===== src/sv/bpa_pkg.sv =====
// bpa_pkg: shared types and codes for the bitmap page allocator
// used by bpa_byte_unit and bitmap_page_allocator; no dependencies
`timescale 1ns / 1ps
`default_nettype none

package bpa_pkg;

  // request codes as seen on req_type
  localparam logic [1:0] REQ_ALLOC   = 2'd0;
  localparam logic [1:0] REQ_RELEASE = 2'd1;
  localparam logic [1:0] REQ_RESERVE = 2'd2;

  // operation applied to one bitmap byte
  typedef enum logic [1:0] {
    OP_SMALL = 2'd0,
    OP_LARGE = 2'd1,
    OP_REL   = 2'd2,
    OP_RES   = 2'd3
  } byte_op_e;

  // control from the sequencer to the byte unit
  typedef struct packed {
    byte_op_e   op;
    logic [2:0] count;  // run length of a small allocate
    logic [2:0] lo;     // first bit touched in this byte
    logic [3:0] hi;     // one past the last bit touched
  } byte_ctl_t;

  // status from the byte unit back to the sequencer
  typedef struct packed {
    logic [7:0] wdata;  // updated byte
    logic [3:0] delta;  // number of bits that changed
    logic       fit;    // small run fits in this byte
    logic [2:0] pos;    // lowest bit of that run
    logic       zero;   // byte fully free
  } byte_res_t;

endpackage

`default_nettype wire


===== src/sv/bpa_byte_unit.sv =====
// bpa_byte_unit: shared byte datapath, masks, bit counts and run fit
// depends on bpa_pkg
`timescale 1ns / 1ps
`default_nettype none

module bpa_byte_unit (
  input  wire logic              [7:0] data_i,
  input  wire bpa_pkg::byte_ctl_t      ctl_i,
  output bpa_pkg::byte_res_t           res_o
);

  import bpa_pkg::*;

  logic [7:0] range_mask;
  logic [7:0] run_mask;
  logic [7:0] changed;
  logic [7:0] wdata;
  logic [3:0] delta;
  logic       fit;
  logic [2:0] pos;

  // mask of bits lo..hi-1
  always_comb begin
    for (int j = 0; j < 8; j++) begin
      range_mask[j] = (4'(j) >= {1'b0, ctl_i.lo}) && (4'(j) < ctl_i.hi);
    end
  end

  // lowest position where a small run of free bits fits
  always_comb begin
    logic [7:0] win;
    run_mask = 8'((16'd1 << ctl_i.count) - 16'd1);
    fit = 1'b0;
    pos = 3'd0;
    for (int j = 7; j >= 0; j--) begin
      win = (data_i >> j) & run_mask;
      if ((win == 8'd0) && ((4'(j) + {1'b0, ctl_i.count}) <= 4'd8)) begin
        fit = 1'b1;
        pos = 3'(j);
      end
    end
  end

  // new byte value and the bits that flip
  always_comb begin
    wdata   = data_i;
    changed = 8'd0;
    case (ctl_i.op)
      OP_SMALL: begin
        wdata   = data_i | 8'(run_mask << pos);
        changed = 8'(run_mask << pos);
      end
      OP_REL: begin
        wdata   = data_i & ~range_mask;
        changed = data_i & range_mask;
      end
      OP_RES: begin
        wdata   = data_i | range_mask;
        changed = range_mask & ~data_i;
      end
      default: begin
        wdata   = data_i;
        changed = 8'd0;
      end
    endcase
  end

  // bit count of the flipped bits
  always_comb begin
    delta = 4'd0;
    for (int j = 0; j < 8; j++) begin
      delta = delta + {3'd0, changed[j]};
    end
  end

  // status back to the sequencer
  assign res_o = {wdata, delta, fit, pos, (data_i == 8'd0)};

endmodule

`default_nettype wire


===== config.mk =====
export PLATFORM = sky130hd
export DESIGN_NAME = bpa_byte_unit
export DESIGN_NICKNAME = d
export VERILOG_FILES = /design/src/sv/bpa_pkg.sv /design/src/sv/bpa_byte_unit.sv
export SDC_FILE = /design/constraint.sdc
export NUM_CORES = 1
export LEC_CHECK = 0
export BUFFER_PORTS_ARGS = -buffer_cell sky130_fd_sc_hd__buf_2
export CAP_MARGIN = 40
export CORE_UTILIZATION = 30
export DETAILED_ROUTE_END_ITERATION = 16
export GPL_TIMING_DRIVEN = 0
export PLACE_DENSITY = 0.6
export RECOVER_POWER = 50
export SLEW_MARGIN = 20
export SYNTH_ARGS = -nofsm -noshare
export SYNTH_HDL_FRONTEND = slang
export SYNTH_SLANG_ARGS = --single-unit

===== constraint.sdc =====
create_clock -name vclk -period 16.44
set_clock_uncertainty 0.15 [all_clocks]
set_input_delay 3.288 -clock vclk [all_inputs]
set_output_delay 3.288 -clock vclk [all_outputs]
set_load 0.005 [all_outputs]

After elaboration in Yosys (flattened, before gate mapping)
Cells that the tools add are included.

storage, ports and cells
  register bits after elaboration = 0
  input port bits = 20
  output and inout bits = 17
  logic and storage cells = 100

cells by class
  add/sub/neg operators = 15
  $lt $le $gt $ge = 23
  equal/unequal tests = 2
  shift operators = 2
  multiplexer cells = 18
  bitwise gates (word level) = 15
  reduce and logical (&&, ||, !) cells = 25

operators with widths
  kind                                                     number
  zero test 8 bit                                          9
  case mux 8 bit (3 select lines)                          2
  AND 8 bit                                                4
  less-or-equal comparator 4 bit, second input constant    7
  2-to-1 mux 3 bit                                         8
  adder 3 x 3 -> 4 bit, first input constant               4
  adder 4 x 1 -> 4 bit                                     4
  < comparator 3 x 4 -> 1 bit, first input constant        4
  NOT 8 bit                                                2
  OR 8 bit                                                 2
  logical AND 1 bit                                        15
  greater-or-equal comparator 3 bit, first input constant  3
  adder 2 x 3 -> 4 bit, first input constant               2
  AND 1 x 8 -> 8 bit                                       1
  AND 2 x 8 -> 8 bit                                       1
  AND 3 x 8 -> 8 bit                                       1
  AND 4 x 8 -> 8 bit                                       1
  AND 5 x 8 -> 8 bit                                       1
  AND 6 x 8 -> 8 bit                                       1
  AND 7 x 8 -> 8 bit                                       1
  < comparator 1 x 4 -> 1 bit, first input constant        2
  < comparator 2 x 4 -> 1 bit, first input constant        2
  2-to-1 mux 1 bit                                         8
  left shift 1 x 3 -> 8 bit, first input constant          1
  other kinds (11)                                         14

Logic depth before layout (Yosys ltp)
  word-level depth = 22
  gate-level depth with buffers = 21
  mapped depth without buffers = 20

Least setup slack after synthesis
Ideal clock, no wire load.

  path type = in2out
  from = input ctl_i[8] (netlist bit)
  to = output res_o[7] (netlist bit)
  arrival time = 7,904 ps
  data required time = 13,002 ps
  path slack = 5,098 ps
  stages = 20
  buffers on the path = 1
  cell sequence = buf_2 -> inv_1 -> ha_1 -> xnor2_1 -> a221oi_2 -> nand2b_1 -> o211ai_1 -> nand3_2 -> inv_2 -> nor3_2 -> a32oi_1 -> nor2_1 -> fa_1 -> inv_1 -> fa_1 -> inv_1 -> fa_1 -> ha_1 -> fa_1 -> xor2_1

RTL lines
  item             line                source
  start, declared  bpa_byte_unit.sv:8  input wire bpa_pkg::byte_ctl_t ctl_i,
  end, declared    bpa_byte_unit.sv:9  output bpa_pkg::byte_res_t res_o

==> results.yml <==
power:
  max-vdd-ir-drop_mv: 0.0288
  pwr_density_cell_nw_per_um2: 43.2
  power_leakage_uw: 0.000932
  total_power_uw: 89.4
critical_path:
  critPathLaunch: "ctl_i[8]"
  crit_path_start_kind: "primary input"
  worstPathMaxFanout: 10
  critical_path_class: "primary input to primary output"
  arrival_ns: 9.40
  required_ns: 13.00
  critPathCaptureType: "primary output"
  endpoint: "res_o[7]"
final_layout:
  seq_area_um2: 0
  drive_above_1_share: 0.194
  final_nets: 340
  final_core_util: 0.349
  areaGrowthSynthToFinish_pct: 12.9
  antenna_cells: 0
  n_clock_buffer: 0
  nFlopsAndLatches: 0
route:
  vias: 2174
  drt-total-wl_um: 5820
  avgRoutedWirePerCell_um: 15.6
  final_antenna_net_count: 0
  topRoutingLayerUsed: "met4"
  routed_via_density: 5.81
  route.met3.wl_um: 353
  wl_met2_um: 2620
  drc: 0
  drt-met1-wl_um: 2740
  first_pass_iters: 5
  drtIter0Drc: 212
synth:
  yosysUniqueCellTypes: 62
  synth_area_per_cell_um2: 6.94
  ys_seq_area_frac: 0
  yosysWarnings: 0
  synth_nets: 303
  syn_inst: 264
  syn-cell-area_um2: 1830
floorplan:
  initial_core_util: 0.309
  fp.dieH_um: 80.1
  num_io_pins: 37
  die_w_um: 80.1
  coreArea_um2: 5920
  dieArea_um2: 6420
  fp-row-count: 28
grt:
  grt_first_pass_wirelength_um: 9400
  grt_pass1_vias: 1902
  gr-total-overflow: 0
  antenna_found_initial: 0
  grt_util_all_layers: 0.182
  grt_max_degree: 11
sta:
  layout_min_cycle_time_ns: 12.84
  max_freq_mhz: 77.9
  holdWs_ns: 6.82
  slew_headroom: 0.482
  rsz0062_at_grt: "false"
  setup_viol: 0
  hold_viol_final: 0
  setup_slack_ns: 3.60
  fin_crit_sh: 0.781
  worst_pin_slew_ns: 0.771
  drv_slew: 0
  setup_tns_ns: 0
placement:
  gp_congestion: 0.871
  hpwl_um: 4680
  post-place-ws_ns: 4.21
  io_buffers: 34
status:
  outcome: "complete, no violations"
worst_hold_path:
  holdCritPathClass: "primary input to primary output"
clock_tree:
  postCtsSetupBuffers: 0
  holdBufCountCts: 0
  cts_resized: 0
flow_run:
  cap_violations: 0
-- cells in the final DEF (no fill, tap or decap), types with 3 or more instances in the layout --
| cell | instances |
|---|---|
| mux2_2 | 8 |
| clkbuf_1 | 13 |
| nor2b_1 | 10 |
| fa_1 | 4 |
| nand2_1 | 25 |
| a21o_1 | 3 |
| a22oi_1 | 6 |
| o221ai_1 | 4 |
| nand2b_1 | 9 |
| o211ai_1 | 4 |
| inv_1 | 19 |
| nand3_1 | 6 |
| nor2_1 | 15 |
| a222oi_1 | 4 |
| a31oi_1 | 5 |
| o31ai_1 | 3 |
| mux2i_1 | 8 |
| o22ai_1 | 5 |
| nor3_1 | 7 |
| xnor2_1 | 5 |
| a21oi_1 | 24 |
| o21ai_0 | 15 |
| buf_2 | 34 |
| ha_1 | 15 |
| xor2_1 | 3 |
-- worst min-delay path by stage --
stage / from / endpoint / slack [ns] / depth (start not counted)
3_3_place_gp: data_i[0] / res_o[9] / 6.82 / 4
6_report: data_i[0] / res_o[0] / 6.82 / 4
5_1_grt: data_i[0] / res_o[9] / 6.84 / 4
4_1_cts: data_i[0] / res_o[9] / 6.82 / 4
3_5_place_dp: data_i[0] / res_o[9] / 6.82 / 4
2_1_floorplan: data_i[0] / res_o[9] / 6.54 / 2
-- synth_stat cells (all sizes together) (5+ instances only) --
cell    count  area (µm²)
a22oi       6        45.0
nand2b      9        56.3
clkbuf     10        37.5
nor3        9        55.1
nor2       15        56.3
mux2        8        90.1
inv        21        78.8
nand3       6        35.0
nand2      25        93.8
nor2b      10        62.6
o22ai       5        31.3
ha         15         188
o21ai      16        87.6
mux2i       8        80.1
xnor2       5        43.8
a21oi      26         149
a31oi       5        31.3
buf         7        48.8
-- critical path: stages --
cell      delay (ns)
clkbuf_1        0.21
clkbuf_1        0.40
inv_1           0.16
ha_1            0.31
xnor2_1         0.66
a22oi_1         0.20
nand4_1         0.21
o21ai_0         0.27
a21oi_1         0.48
buf_6           0.21
nor3_2          0.07
a32oi_1         0.26
nor2_1          0.09
fa_1            0.54
inv_1           0.05
fa_1            0.53
inv_1           0.06
fa_1            0.47
ha_1            0.24
fa_1            0.38
xor2_1          0.17
buf_2           0.12
-- through the flow --
stage | instance area, µm² | cells
after floorplan | 1830 | 264
after global placement | 2100 | 373
after detailed placement | 2100 | 374
after CTS | 2100 | 374
after global routing | 2070 | 374
final | 2070 | 374
-- cells by family after synthesis --
logic type | share of synthesized area
buffers and inverters | 0.0902
adder cells (fa/ha/maj) | 0.146
XOR/XNOR | 0.0383
multiplexers | 0.0929
AND/OR/NAND/NOR | 0.268
AO/OA/AOI/OAI | 0.364
-- area by class of cell --
class                      instances  area (µm²)
buffer                            17        85.1
fill                             666        3850
multi-input combinational        226        1640
inverter                          21        78.8
tap                               75        93.8
timing repair buffer              35         171
-- layer usage --
layer,up-vias,track usage
met2,69,0.297
met3,9,0.0125
met1,1035,0.259
met4,0,0.0393
li1,1061,-
met5,-,0
-- power breakdown --
group,internal [µW],switching (µW)
Clock,0,0
Sequential,0,0
Combinational,36.6,52.8
Total,36.6,52.8
No activity file was read; power rests on OpenSTA's default activity.
